==> config.mk <==
export PLATFORM = sky130hd
export DESIGN_NAME = ppu_scroll_address_registers
export DESIGN_NICKNAME = d
export VERILOG_FILES = /design/src/sv/ppu_sar_pkg.sv /design/src/sv/ppu_sar_update.sv /design/src/sv/ppu_scroll_address_registers.sv
export SDC_FILE = /design/constraint.sdc
export NUM_CORES = 1
export LEC_CHECK = 0
export BUFFER_PORTS_ARGS = -buffer_cell sky130_fd_sc_hd__buf_2
export CORE_UTILIZATION = 64
export DETAILED_ROUTE_END_ITERATION = 16
export PLACE_DENSITY = 0.95
export SKIP_CTS_REPAIR_TIMING = 1
export SLEW_MARGIN = 20
export SYNTH_ARGS = -nofsm -noshare
export SYNTH_HDL_FRONTEND = slang
export SYNTH_SLANG_ARGS = --single-unit
==> constraint.sdc <==
create_clock -name clock -period 8.8 [get_ports clock]
set_input_delay 0.44 -clock clock [delete_from_list [all_inputs] [get_ports clock]]
set_output_delay 0.44 -clock clock [all_outputs]
set_load 0.05 [all_outputs]
==> src/sv/ppu_sar_pkg.sv <==
package ppu_sar_pkg;

   localparam int unsigned ADDR_WIDTH = 15;

   localparam logic [3:0] OP_CTRL_WRITE   = 4'd0;
   localparam logic [3:0] OP_STATUS_READ  = 4'd1;
   localparam logic [3:0] OP_SCROLL_WRITE = 4'd2;
   localparam logic [3:0] OP_ADDR_WRITE   = 4'd3;
   localparam logic [3:0] OP_DATA_ACCESS  = 4'd4;
   localparam logic [3:0] OP_COARSE_X     = 4'd5;
   localparam logic [3:0] OP_Y_STEP       = 4'd6;
   localparam logic [3:0] OP_HCOPY        = 4'd7;
   localparam logic [3:0] OP_VCOPY        = 4'd8;
   localparam logic [3:0] OP_TICK         = 4'd9;

   localparam logic [ADDR_WIDTH-1:0] CTRL_KEEP_MASK    = 15'h73FF;
   localparam logic [ADDR_WIDTH-1:0] SCROLL1_KEEP_MASK = 15'h7FE0;
   localparam logic [ADDR_WIDTH-1:0] SCROLL2_KEEP_MASK = 15'h0C1F;
   localparam logic [ADDR_WIDTH-1:0] ADDR2_KEEP_MASK   = 15'h7F00;
   localparam logic [ADDR_WIDTH-1:0] ROW_29_CODE       = 15'h03A0;
   localparam logic [ADDR_WIDTH-1:0] COARSE_Y_MASK     = 15'h03E0;
   localparam logic [ADDR_WIDTH-1:0] VERT_MASK         = 15'h7BE0;
   localparam logic [ADDR_WIDTH-1:0] HORIZ_MASK        = 15'h041F;
   localparam logic [ADDR_WIDTH-1:0] FINE_Y_MAX        = 15'h7000;
   localparam logic [ADDR_WIDTH-1:0] FINE_Y_STEP       = 15'h1000;
   localparam logic [ADDR_WIDTH-1:0] ROW_STEP          = 15'h0020;
   localparam logic [ADDR_WIDTH-1:0] ROW_29_FLIP       = 15'h0BA0;
   localparam logic [ADDR_WIDTH-1:0] FINE_Y_CLEAR      = 15'h0FFF;
   localparam logic [2:0]            COPY_DELAY_LOAD   = 3'd4;
   localparam int unsigned           STEP_32_BIT       = 2;

   typedef struct packed {
      logic [3:0] opcode;
      logic [7:0] bus_byte;
      logic       rendering_active;
      logic [8:0] dot;
   } req_item_type;

   typedef struct packed {
      logic [ADDR_WIDTH-1:0] current_address;
      logic [ADDR_WIDTH-1:0] temp_address;
      logic [2:0]            fine_scroll_x;
      logic                  second_write;
   } rsp_item_type;

   typedef struct packed {
      logic [ADDR_WIDTH-1:0] current_addr;
      logic [ADDR_WIDTH-1:0] temp_addr;
      logic [2:0]            fine_x;
      logic                  write_toggle;
      logic [2:0]            copy_delay;
      logic                  step_by_32;
   } state_type;

   function automatic logic [ADDR_WIDTH-1:0] coarse_x_step(input logic [ADDR_WIDTH-1:0] a);
      logic [ADDR_WIDTH-1:0] r;
      if (a[4:0] != 5'h1F) begin
         r = a + ADDR_WIDTH'(1);
      end else begin
         r = a ^ HORIZ_MASK;
      end
      return r;
   endfunction

   function automatic logic [ADDR_WIDTH-1:0] y_step(input logic [ADDR_WIDTH-1:0] a);
      logic [ADDR_WIDTH-1:0] r;
      if (a < FINE_Y_MAX) begin
         r = a + FINE_Y_STEP;
      end else begin
         r = a & FINE_Y_CLEAR;
         if ((r & COARSE_Y_MASK) == ROW_29_CODE) begin
            r = r ^ ROW_29_FLIP;
         end else if ((r & COARSE_Y_MASK) == COARSE_Y_MASK) begin
            r = r & SCROLL2_KEEP_MASK;
         end else begin
            r = r + ROW_STEP;
         end
      end
      return r;
   endfunction

endpackage

==> src/sv/ppu_sar_update.sv <==
module ppu_sar_update (
   input  ppu_sar_pkg::req_item_type item,
   input  ppu_sar_pkg::state_type    state,
   output ppu_sar_pkg::state_type    state_next
);
   import ppu_sar_pkg::*;

   logic [ADDR_WIDTH-1:0] byte_ext;
   logic [ADDR_WIDTH-1:0] render_y;
   logic                  dot_x_window;
   logic [2:0]            delay_shifted;

   assign byte_ext      = ADDR_WIDTH'(item.bus_byte);
   assign render_y      = (item.dot != 9'd256) ? y_step(state.current_addr) : state.current_addr;
   assign dot_x_window  = ((item.dot >= 9'd1 && item.dot <= 9'd256) || item.dot >= 9'd321)
                          && (item.dot[2:0] != 3'd0);
   assign delay_shifted = state.copy_delay >> 1;

   always_comb begin
      state_next = state;
      case (item.opcode)
         OP_CTRL_WRITE: begin
            state_next.step_by_32 = item.bus_byte[STEP_32_BIT];
            state_next.temp_addr  = (state.temp_addr & CTRL_KEEP_MASK)
                                    | {3'd0, item.bus_byte[1:0], 10'd0};
         end
         OP_STATUS_READ: begin
            state_next.write_toggle = 1'b0;
         end
         OP_SCROLL_WRITE: begin
            if (!state.write_toggle) begin
               state_next.temp_addr = (state.temp_addr & SCROLL1_KEEP_MASK) | (byte_ext >> 3);
               state_next.fine_x    = item.bus_byte[2:0];
            end else begin
               state_next.temp_addr = (state.temp_addr & SCROLL2_KEEP_MASK)
                                      | {item.bus_byte[2:0], 12'd0}
                                      | {5'd0, item.bus_byte[7:3], 5'd0};
            end
            state_next.write_toggle = !state.write_toggle;
         end
         OP_ADDR_WRITE: begin
            if (!state.write_toggle) begin
               state_next.temp_addr = {1'b0, item.bus_byte[5:0], state.temp_addr[7:0]};
            end else begin
               state_next.temp_addr  = (state.temp_addr & ADDR2_KEEP_MASK) | byte_ext;
               state_next.copy_delay = COPY_DELAY_LOAD;
            end
            state_next.write_toggle = !state.write_toggle;
         end
         OP_DATA_ACCESS: begin
            if (!item.rendering_active) begin
               state_next.current_addr = state.current_addr
                                         + (state.step_by_32 ? ROW_STEP : ADDR_WIDTH'(1));
            end else if (dot_x_window) begin
               state_next.current_addr = coarse_x_step(render_y);
            end else begin
               state_next.current_addr = render_y;
            end
         end
         OP_COARSE_X: begin
            state_next.current_addr = coarse_x_step(state.current_addr);
         end
         OP_Y_STEP: begin
            state_next.current_addr = y_step(state.current_addr);
         end
         OP_HCOPY: begin
            state_next.current_addr = (state.current_addr & VERT_MASK)
                                      | (state.temp_addr & HORIZ_MASK);
         end
         OP_VCOPY: begin
            state_next.current_addr = (state.current_addr & HORIZ_MASK)
                                      | (state.temp_addr & VERT_MASK);
         end
         OP_TICK: begin
            state_next.copy_delay = delay_shifted;
            if (delay_shifted[0]) begin
               state_next.current_addr = state.temp_addr;
            end
         end
         default: begin
            state_next = state;
         end
      endcase
   end

endmodule

==> src/sv/ppu_scroll_address_registers.sv <==
// Scroll and address registers of the picture unit: current and temporary
// 15-bit video addresses, fine X scroll, the shared write toggle, the delayed
// copy started by the second address write and the step-by-32 bit. Each req
// item carries one opcode and gives exactly one rsp item with the register
// values after it. An item waits in the input register, is applied
// to the state by a single pass of bit-field logic and lands in the result
// register; one item is taken every cycle while req_stall is low, and
// req_stall rises only while both registers are full and rsp_stall is high.
// No clearing pass is needed after reset.
module ppu_scroll_address_registers (
   input  logic                      clock,
   input  logic                      reset,
   input  logic                      req_valid,
   output logic                      req_stall,
   input  ppu_sar_pkg::req_item_type req_item,
   output logic                      rsp_valid,
   input  logic                      rsp_stall,
   output ppu_sar_pkg::rsp_item_type rsp_item
);
   import ppu_sar_pkg::*;

   logic         in_valid_ff;
   logic         in_valid_in;
   req_item_type in_item_ff;
   logic         out_valid_ff;
   logic         out_valid_in;
   rsp_item_type out_item_ff;
   state_type    state_ff;
   state_type    state_in;
   logic         advance;
   logic         take_req;

   assign advance  = in_valid_ff && (!out_valid_ff || !rsp_stall);
   assign req_stall = in_valid_ff && !advance;
   assign take_req = req_valid && !req_stall;

   assign in_valid_in  = take_req || (in_valid_ff && !advance);
   assign out_valid_in = advance || (out_valid_ff && rsp_stall);

   ppu_sar_update u_update (
      .item       (in_item_ff),
      .state      (state_ff),
      .state_next (state_in)
   );

   always_ff @(posedge clock) begin
      if (reset) begin
         in_valid_ff  <= 1'b0;
         out_valid_ff <= 1'b0;
         state_ff     <= '0;
      end else begin
         in_valid_ff  <= in_valid_in;
         out_valid_ff <= out_valid_in;
         if (advance) begin
            state_ff <= state_in;
         end
      end
   end

   always_ff @(posedge clock) begin
      if (take_req) begin
         in_item_ff <= req_item;
      end
      if (advance) begin
         out_item_ff.current_address <= state_in.current_addr;
         out_item_ff.temp_address    <= state_in.temp_addr;
         out_item_ff.fine_scroll_x   <= state_in.fine_x;
         out_item_ff.second_write    <= state_in.write_toggle;
      end
   end

   assign rsp_valid = out_valid_ff;
   assign rsp_item  = out_item_ff;

   assert property (@(posedge clock) reset |=> !rsp_valid && !in_valid_ff)
      else $error("pipeline not empty after reset");

   assert property (@(posedge clock) disable iff (reset) advance |=> rsp_valid)
      else $error("applied item did not reach the result register");

   assert property (@(posedge clock) disable iff (reset) !advance |=> $stable(state_ff))
      else $error("state changed without an item");

   assert property (@(posedge clock) disable iff (reset)
      rsp_valid |-> rsp_item.current_address == state_ff.current_addr
                 && rsp_item.temp_address == state_ff.temp_addr
                 && rsp_item.second_write == state_ff.write_toggle)
      else $error("result register out of step with state");

endmodule
### Yosys cells after proc, flatten, opt, wreduce, memory -nomap -nowiden

Cells that the tools add are included.

| word-level totals | value |
|---|---|
| register bits after elaboration | 96 |
| input port bits | 26 |
| output and inout bits | 36 |

| cells by class | value |
|---|---|
| $lt $le $gt $ge | 4 |
| multiplexer cells | 19 |
| bitwise gates (word level) | 10 |
| equal/unequal tests | 15 |
| add/sub/neg operators | 5 |
| reduce and logical (&&, ||, !) cells | 21 |

Operator list:

| cell | count |
|---|---|
| $mux 15 | 11 |
| $pmux 15 s6 | 1 |
| $pmux 15 s3 | 1 |
| $add 15x1->15 const B | 2 |
| $eq 4x3->1 const B | 4 |
| $add 15x13->15 const B | 1 |
| $add 15x15->15 | 1 |
| $lt 15x15->1 const B | 1 |
| $or 11x15->15 | 1 |
| $or 12x15->15 | 1 |
| $or 15x10->15 | 1 |
| $or 15x11->15 | 1 |
| $or 15x12->15 | 1 |
| $or 15x5->15 | 1 |
| $or 15x8->15 | 1 |
| $add 12x6->13 const B | 1 |
| $not 6->6 | 2 |
| $eq 5x5->1 const B | 2 |
| $ne 5x5->1 const B | 2 |
| $ge 9x1->1 const B | 1 |
| $ge 9x9->1 const B | 1 |
| $le 9x9->1 const B | 1 |
| $mux 3 | 3 |
| $ne 9x9->1 const B | 1 |
| other kinds (17) | 31 |

### Longest topological paths before layout

Gate-level depths: netlist (run 1).

| logic depth | value |
|---|---|
| depth after elaboration | 10 |
| depth in mapped cells | 12 |

### By module

From an unflattened synthesis (run 1), not the netlist that was laid out.

| second synthesis, totals | value |
|---|---|
| cell total of the unflattened synthesis | 679 |
| area, all modules | 6254.7 um^2 |

By module, submodules not included:

| module | times used | cells an instance | seq. area each (um^2) | area each (um^2) |
|---|---|---|---|---|
| ppu_scroll_address_registers | 1 | 230 | 2482.4 | 3452.1 |
| ppu_sar_update | 1 | 449 | 0.0 | 2802.7 |

### Least setup slack after synthesis (run 1)

Ideal clock, no wire load.

| timing | value |
|---|---|
| path type | register to register |
| start point | register state_ff[23] (netlist name) |
| end point | register out_item_ff (netlist bit rsp_item[31]), data pin |
| setup slack | 5884 ps |
| path buffers | 0 |
| clock period less this slack | 2916 ps |
| cell stages (with the launch flop) | 12 |
| data arrival time | 2661 ps |
| required time | 8546 ps |
| cell sequence | dfxtp_1 > ha_1 > and3_1 > ha_1 > nand3b_1 > nor2_1 > o211ai_1 > or3_1 > a211oi_2 > xnor2_1 > o221ai_1 > o21a_1 |

RTL lines:

| item | line | text |
|---|---|---|
| from (decl) | ppu_scroll_address_registers.sv:28 | `state_type state_ff;` |
| from (signal assigned) | ppu_scroll_address_registers.sv:55 | `state_ff <= state_in;` |
| to (decl) | ppu_scroll_address_registers.sv:27 | `rsp_item_type out_item_ff;` |

==> results of run 1 <==
## registers in the layout, summed over array words and instances (netlist names)
signal,cells
rsp_valid,1
in_valid_ff,1
rsp_item,34
state_ff,37
in_item_ff,22
## layout make-up
cell class                 instances  area [um^2]  area share [%]
clock buffer                       9        123.9           1.980
clock inverter                     7        100.1           1.600
inverter                          13        48.80          0.7798
multi-input combinational        507         3059           48.89
sequential                        95         2462           39.35
tap                              108        135.1           2.160
timing repair buffer              64        327.8           5.239
## power by group through the flow
stage | registers [uW] | clock network, uW | logic [uW]
after global placement | 527 | 0 | 139
after detailed placement | 529 | 0 | 143
final | 520 | 318 | 147
after floorplan | 544 | 0 | 86.6
after CTS | 519 | 318 | 144
after global routing | 522 | 337 | 156
## cell families (layout without fill, tap and decap cells)
logic type      Yosys count  count (layout)
xor+xnor                 19              19
compound gates          220             220
buf+inv                  57              93
simple gates            250             250
fa+ha+maj                 9               9
flops                    95              95
mux                       9               9
## cell usage after synthesis, types with 4 or more instances
library cell / n / area (um^2)
nand3_1: 15 / 75.07
a21oi_1: 65 / 325.3
ha_1: 9 / 112.6
xnor2_1: 14 / 122.6
nor4_1: 4 / 25.02
and2_1: 6 / 37.54
o22a_1: 6 / 52.55
o22ai_1: 16 / 100.1
buf_2: 4 / 20.02
inv_1: 11 / 41.29
nor2b_1: 6 / 37.54
edfxtp_1: 56 / 1682
or3_1: 8 / 50.05
a211oi_1: 5 / 37.54
o21ai_0: 38 / 190.2
o21a_1: 10 / 75.07
nand4_1: 8 / 50.05
o31ai_1: 7 / 52.55
a22oi_1: 6 / 45.04
a21o_1: 5 / 37.54
nand2_1: 91 / 341.6
nor3_1: 26 / 130.1
dfxtp_1: 39 / 780.8
and3_1: 9 / 56.30
xor2_1: 5 / 43.79
nor2_1: 57 / 214.0
mux2i_1: 5 / 50.05
o211ai_1: 7 / 52.55
clkbuf_1: 35 / 131.4
mux2_2: 4 / 45.04
a31oi_1: 9 / 56.30
## per-layer routing
layer	GRT usage, %	vias to the layer above	routed length [um]
met2	59.59	409	8336
met5	0	-	0
met1	50.76	2719	6920
met4	15.50	0	627
met3	3.902	73	1611
li1	-	2524	-
## worst max-delay path, stage by stage, from the launching register on
cell       delay, ns
edfxtp_1        1.09
inv_1           0.50
o21a_1          0.43
a221oi_1        0.41
o211ai_1        0.20
a2111oi_0       0.41
a22oi_1         0.11
nand2_1         0.11
a21oi_1         0.04
## worst paths after layout
| kind | to | slack, ns | cells after the start |
|---|---|---|---|
| worst min register to register | state_ff[14] | 0.49 | 2 |
| worst max register to register | rsp_item[32] | 5.21 | 8 |
| worst max-delay path | rsp_item[32] | 5.21 | 8 |
| worst min-delay path | in_item_ff[10] | 0.23 | 1 |
## through the flow
| step | utilization, % | area, um^2 | cells |
|---|---|---|---|
| detailed placement | 69.12 | 6028 | 787 |
| floorplan | - | 5744 | 659 |
| finish | 71.75 | 6257 | 803 |
| global route | 71.75 | 6257 | 803 |
| global placement | 69.12 | 6028 | 787 |
| CTS | 71.69 | 6252 | 803 |
==> run metrics, run 1 <==
R2R Path Start in_item_ff[18]; post-synthesis simple-gate area fraction 20.85%; CP Max Fanout 35; leakage 0.002216 uW; I/O pin total 62; sw frac 31.00%; min-delay src req_item[10]; largest family of logic cells by synthesized area compound AO/OA/AOI/OAI gates; Peak VDD IR 0.1057 mV; die width 96.74 um; Clock Path Buffers 2; Flop pwr share 52.8%; Final nets 725; initial core utilization 65.87%; Ant. Diodes 0; synth unique cells 79; Mapped Area 5744 um^2; clk_skew 0.01303 ns; synthesized area per cell 8.717 um^2; syn_nets 694; switching power total 305.5 uW; Least-Margin Pin Slew 1.099 ns; setup tns final 0 ns; post-synthesis xor/xnor area fraction 2.897%; Logic pwr share 14.9%; pwr/cell area 157.5 nW/um^2; total gr overflow 0; Total Power 985.4 uW; Max Clock Freq 278.6 MHz; post-synthesis sequential area ratio 42.87%; mux share of post-synthesis cell area 1.655%; number of global-route vias before repair 5,215; min cycle time layout 3.589 ns; outcome complete, no violations; dpl ws 5.347 ns; clk root buf clkbuf_8; Clock Latency Late Sink 0.38 ns; H-tree levels 3; max-slew violations 0; total of max-cap violations 0; hold slack 0.2333 ns; top_reg_cell synth edfxtp_1; Hold Crit Class in2reg; Num CTS Buffers 9; Critical Path AT 3.70 ns; GPL Wtd Cong 1.007; detailed router's first-iteration violation count 658; number of synthesized register bits 95; Critical path origin in_item_ff[18]; final setup fails 0; Post-Route WL 17,500 um; Async S/R FF share, synth 0%; EDFF count, synth 56; crit end category flop; Vias/cell 7.130; Rel. slew slack 26.75%; Layout area overhead 8.930%; synthesized instance count 659; highest-count cells in the layout ignoring fill and taps nand2_1 (91), a21oi_1 (65), buf_2 (61), nor2_1 (57), edfxtp_1 (56); Final ANT Viol Nets 0; Die Height 96.74 um; Post-Synth Adder-Cell Area 1.960%; WP data required 8.91 ns; DIE AREA 9359 um^2; drt first pass iters 5; row count 34; post-DP HPWL 12,200 um; first-pass GRT wire length 27,190 um; GRT Overall Usage 36.91%; core area 8721 um^2; initial antenna violation count 0; via count 5,725; fillers 650; Worst-path clk slew 0.11 ns; CTS tree done; commonest non-fill, non-tap cell in the layout nand2_1; # DRC 0; Cell Int Power 679.9 uW; unrepaired setup endpoints after global routing no; Ys Warns 0; PnR worst setup slack 5.211 ns; CP Launch Type flop; # port buffers 61; Synth Area in Compound Gates 25.77%; clock power share 32.3%; largest net degree at the start of global routing 58; Final Cycle Share 40.79%; share of cells above drive strength 1 15.54%; WL per Instance 21.79 um; CTS sink cnt 95; critical path class reg2reg; Final Hold Fails 0
Power figures use the tool's default switching activity.
==> run 2, diff against run 1 <==
ABC_AREA = 1   (was not set)
CORE_UTILIZATION = 54   (was 64)
PLACE_DENSITY = 0.86   (was 0.95)
clock period = 3.3 ns   (was 8.8 ns; I/O delays follow)
==> run metrics, run 2 <==
Least-Margin Pin Slew 1.032 ns (-0.06634 ns); CP Launch Type flop; post-DP HPWL 11,920 um (-2.3%); critical path class reg2reg; Worst-path clk slew 0.10 ns (about the same); Vias/cell 5.832 (-18%); commonest non-fill, non-tap cell in the layout nand2_1; total of max-cap violations 0 (unchanged); Synth Area in Compound Gates 20.65% (-5.1 points); R2R Path Start state_ff[28]; R2R depth 21 (+13); post-synthesis xor/xnor area fraction 1.035% (-1.9 points); Clock Latency Late Sink 0.38 ns (about the same); final instance area 6790 um^2 (+8.5%); clk root buf clkbuf_8; Final Cycle Share 90.82% (+50 points); Area contributors post-synth edfxtp_1 (28%), dfxtp_1 (13%), nand2_1 (8.5%); clk_skew 0.009088 ns (-0.003945 ns); total gr overflow 0 (unchanged); Reg2Reg Setup Slack 0.30 ns (-4.91 ns); first-pass GRT wire length 26,610 um (-2.1%); hold path depth 3 (+2); unrepaired setup endpoints after global routing no; Final ANT Viol Nets 0 (unchanged); placed cells 967 (+23%); number of synthesized register bits 95 (unchanged); Num CTS Buffers 9 (unchanged); min-delay src rsp_stall; Ys Warns 0 (unchanged); Die Height 106.8 um (+10%); fillers 923 (+42%); Max Clock Freq 333.7 MHz (+20%); Post-Route WL 17,100 um (-2.3%); area leader, netlist edfxtp_1; synth unique cells 50 (-37%); I/O pin total 62 (unchanged); min cycle time layout 2.997 ns (-0.5923 ns); number of global-route vias before repair 5,254 (+0.75%); initial antenna violation count 0 (unchanged); R2R Path End rsp_item[32]; DIE AREA 11,400 um^2 (+22%); setup tns final 0 ns (unchanged); Layout area overhead 14.59%; Rel. slew slack 31.10% (+4.3 points); share of cells above drive strength 1 15.52% (-0.022 points); post-place instance area 6357 um^2 (+5.5%); CP Max Fanout 11 (-69%); Hold Crit Class in2reg; # DRC 0 (unchanged); syn_nets 820 (+18%); GPL Wtd Cong 0.9633 (-4.3%); Biggest register state_ff; die width 106.8 um (+10%); CTS tree done; Ant. Diodes 0 (unchanged); Async S/R FF share, synth 0% (unchanged); WP data required 3.45 ns (-5.46 ns); WL per Instance 17.00 um (-22%); core area 10,460 um^2 (+20%); Clock Path Buffers 2 (unchanged); # port buffers 61 (unchanged); top_reg_cell synth edfxtp_1; crit end category flop; initial core utilization 56.64% (-9.2 points); largest family of logic cells by synthesized area simple AND/OR/NAND/NOR gates; via count 5,867 (+2.5%); post-synthesis simple-gate area fraction 24.70% (+3.9 points); Post-Synth Adder-Cell Area 1.900% (-0.060 points); GRT Overall Usage 30.35% (-6.6 points); max-slew violations 0 (unchanged); hold endpoint rsp_valid; Critical Path AT 3.15 ns (-0.55 ns); Peak VDD IR 0.2796 mV (+160%); Final nets 900 (+24%); detailed router's first-iteration violation count 579 (-12%); outcome complete, no violations; CTS sink cnt 95 (unchanged); synth cell count leaders nand2_1 (134), inv_1 (111), nor2_1 (93), o21ai_0 (71), edfxtp_1 (56); row count 37 (+8.8%); leakage 0.002901 uW (+31%); Final Hold Fails 0 (unchanged); Total Power 2771 uW (+180%); top-count cell post-synth nand2_1; final setup fails 0 (unchanged); Mapped Area 5926 um^2 (+3.2%); final core occ 64.90% (-6.8 points); EDFF count, synth 56 (unchanged); highest-count cells in the layout ignoring fill and taps nand2_1 (134), inv_1 (111), nor2_1 (93), o21ai_0 (71), buf_2 (61); number of flip-flops in the largest register 37 (unchanged); H-tree levels 3 (unchanged); Synth top area share 28.38% (-0.90 points); mux share of post-synthesis cell area 0.3590% (-1.3 points); final std cells w/o fill 1,006 (+25%); synthesized area per cell 7.549 um^2 (-13%); pwr/cell area 408.1 nW/um^2 (+160%); drt first pass iters 6 (+1); post-synthesis sequential area ratio 41.55% (-1.3 points); largest net degree at the start of global routing 49 (-16%); synthesized instance count 785 (+19%)
==> run 2: critical path, stage by stage (launching register included) <==
cell	delay, ns
dfxtp_1	0.60
ha_1	0.27
nand2_1	0.09
nor2_2	0.16
ha_1	0.27
inv_1	0.09
nand3_1	0.09
nor2_1	0.08
nand2_1	0.07
nand2_1	0.04
nand2_1	0.09
inv_2	0.05
nand2_1	0.09
nand3_1	0.13
nor2_2	0.15
nand2_1	0.08
nand2_1	0.07
nand3_1	0.06
nand2_1	0.07
nand2_1	0.07
nand2_2	0.08
inv_1	0.04
==> run 2: cell families after synthesis <==
logic type,after synthesis
AO/OA/AOI/OAI,204
AND/OR/NAND/NOR,322
XOR/XNOR,7
multiplexers,2
buffers and inverters,146
flip-flops,95
adder cells (fa/ha/maj),9
==> run 2: how the worst max path moves through the flow <==
stage	startpoint	to	slack, ns	cells past startpoint
after floorplan	state_ff[28]	rsp_item[32]	0.93	21
after global placement	state_ff[28]	rsp_item[32]	0.38	21
after detailed placement	state_ff[28]	rsp_item[32]	0.46	21
after CTS	state_ff[28]	rsp_item[32]	0.39	21
after global routing	state_ff[28]	rsp_item[32]	0.05	21
final	state_ff[28]	rsp_item[32]	0.30	21
==> run 2: metal layers <==
layer	part of all wire (%)	vias to the layer above	track usage, %
met2	49	298	50.46
li1	-	2822	-
met4	4.1	0	15.95
met5	0	-	0
met3	7.3	57	4.620
met1	40	2690	38.06
==> run 2: area by class of cell <==
cell class | count | area [um^2] | share of cell area [%]
inverter | 119 | 446.7 | 6.578
clock inverter | 7 | 78.83 | 1.161
timing repair buffer | 96 | 625.6 | 9.213
multi-input combinational | 544 | 2883 | 42.45
clock buffer | 9 | 123.9 | 1.824
sequential | 95 | 2462 | 36.26
tap | 136 | 170.2 | 2.506
==> run 2: stage by stage <==
step           hold WS, ns  setup slack [ns]
2_1_floorplan       0.2639            0.9290
3_3_place_gp        0.3416            0.3803
3_5_place_dp        0.3431            0.4640
4_1_cts           -0.05866            0.3923
5_1_grt             0.1298           0.05012
6_report           0.09190            0.3030
==> run 2: where the power goes <==
| part | switching, uW | internal, uW | leakage, uW |
|---|---|---|---|
| registers | 59.7 | 1340 | 0.000862 |
| logic | 386 | 167 | 0.00194 |
| clock network | 458 | 360 | 0.0000998 |
| total | 904 | 1870 | 0.00290 |
==> run 3, diff against run 2 <==
ABC_AREA = not set   (was 1)
==> run metrics, run 3 (synthesis results as in run 1) <==
initial antenna violation count 0 (unchanged); Final Cycle Share 95.57% (+4.8 points); share of cells above drive strength 1 19.97% (+4.5 points); CTS sink cnt 95 (unchanged); CP Launch Type flop; I/O pin total 62 (unchanged); Vias/cell 6.492 (+11%); total of max-cap violations 0 (unchanged); Peak VDD IR 0.2798 mV (about the same); Flop pwr share 51.8% (+1.3 points); Cell Int Power 1782 uW (-4.6%); GRT Overall Usage 33.34% (+3.0 points); outcome complete, no violations; GPL Wtd Cong 1.001 (+3.9%); Final Hold Fails 0 (unchanged); number of global-route vias before repair 5,217 (-0.70%); max-slew violations 0 (unchanged); crit end category flop; Total Power 2638 uW (-4.8%); Ant. Diodes 0 (unchanged); WP data required 3.45 ns (about the same); highest-count cells in the layout ignoring fill and taps nand2_1 (91), a21oi_1 (65), buf_2 (61), nor2_1 (57), edfxtp_1 (56); post-DP HPWL 13,320 um (+12%); leakage 0.002495 uW (-14%); Max Clock Freq 317.1 MHz (-5.0%); largest net degree at the start of global routing 35 (-29%); initial core utilization 55.64% (-1.0 points); Logic pwr share 17.3% (-2.7 points); Post-Route WL 18,590 um (+8.7%); core area 10,320 um^2 (-1.3%); WL per Instance 20.84 um (+23%); total gr overflow 0 (unchanged); sw frac 32.43% (-0.18 points); Biggest register state_ff; DIE AREA 11,050 um^2 (-3.0%); clock power share 30.9% (+1.4 points); die width 105.1 um (-1.5%); drt first pass iters 5 (-1); met2 global-route usage 52.41% (+2.0 points); Layout area overhead 18.54%; Final ANT Viol Nets 0 (unchanged); critical path class reg2reg; grt met3 use 4.616% (about the same); final instance area 6809 um^2 (+0.28%); H-tree levels 3 (unchanged); Hold Crit Class in2reg; min cycle time layout 3.154 ns (+0.1568 ns); final std cells w/o fill 892 (-11%); via count 5,791 (-1.3%); met1 Usage GRT 46.00% (+7.9 points); Worst-path clk slew 0.11 ns (about the same); setup tns final 0 ns (unchanged); number of flip-flops in the largest register 37 (unchanged); Clock Latency Late Sink 0.39 ns (about the same); Die Height 105.1 um (-1.5%); Rel. slew slack 37.16% (+6.1 points); Num CTS Buffers 9 (unchanged); first-pass GRT wire length 28,140 um (+5.7%); detailed router's first-iteration violation count 528 (-8.8%); Final nets 786 (-13%); Least-Margin Pin Slew 0.9413 ns (-0.09105 ns); row count 37 (unchanged); Top Usage Layer GRT met2; pwr/cell area 387.4 nW/um^2 (-5.1%); final core occ 65.96% (+1.1 points); clk root buf clkbuf_8; final setup fails 0 (unchanged); post-place instance area 6356 um^2 (about the same); CTS tree done; placed cells 854 (-12%); Critical Path AT 3.30 ns (+0.15 ns); Clock Path Buffers 2 (unchanged); switching power total 855.5 uW (-5.3%); clk_skew 0.01735 ns (+0.008264 ns); unrepaired setup endpoints after global routing no; # DRC 0 (unchanged); CP Max Fanout 8 (-3); commonest non-fill, non-tap cell in the layout nand2_1; # port buffers 61 (unchanged)
run 3: cell count changes in the layout (fill, tap and decap cells not counted), moves of 15 or more:
| cell | before | now |
|---|---|---|
| buf_4 | 12 | 42 |
| inv_1 | 111 | 10 |
| a211oi_1 | 20 | 5 |
| nor3_1 | 7 | 25 |
| o21ai_0 | 71 | 37 |
| nand3_1 | 50 | 15 |
| nor2_1 | 93 | 57 |
| nand2_1 | 134 | 91 |
run 3: through the flow:
stage | hold slack [ns] | setup slack, ns
detailed placement | 0.3434 | 0.1599
global placement | 0.3413 | 0.2639
CTS | -0.06160 | 0.1240
floorplan | 0.2639 | 0.3843
finish | 0.01503 | 0.1462
global route | 0.03293 | 0.01102
run 3: cell type report:
| type | count | area (um^2) |
|---|---|---|
| clock buffer | 9 | 123.9 |
| clock inverter | 7 | 85.08 |
| fill | 836 | 3515 |
| inverter | 13 | 48.80 |
| multi-input combinational | 507 | 3078 |
| sequential | 95 | 2462 |
| tap | 136 | 170.2 |
| timing repair buffer | 125 | 840.8 |
run 3: worst paths after layout:
kind              depth (start not counted)         start           end  slack [ns]
hold reg to reg                           2  state_ff[15]  state_ff[15]        0.50
setup / recovery                         11  state_ff[23]  rsp_item[31]        0.15
hold / removal                            2     req_valid   in_valid_ff        0.02
setup reg to reg                         11  state_ff[23]  rsp_item[31]        0.15
run 3: layer usage:
metal / up-vias / part of all wire [%]
met1: 2719 / 41
met4: 0 / 3.5
met3: 61 / 8.6
li1: 2655 / -
met2: 356 / 47
met5: - / 0
run 3: critical path: stages (launching register included):
cell	delay (ns)
dfxtp_1	0.39
ha_1	0.29
and3_1	0.20
ha_1	0.18
nand3b_1	0.22
nor2_1	0.27
o211ai_1	0.15
or3_1	0.43
a211oi_2	0.34
xnor2_1	0.19
o221ai_1	0.14
o21a_1	0.13
run 3: power groups by stage:
stage | clock, uW | combinational, uW | sequential, uW
floorplan | 0 | 231 | 1450
global placement | 0 | 417 | 1390
detailed placement | 0 | 426 | 1390
CTS | 821 | 428 | 1360
global route | 850 | 486 | 1370
finish | 816 | 457 | 1370
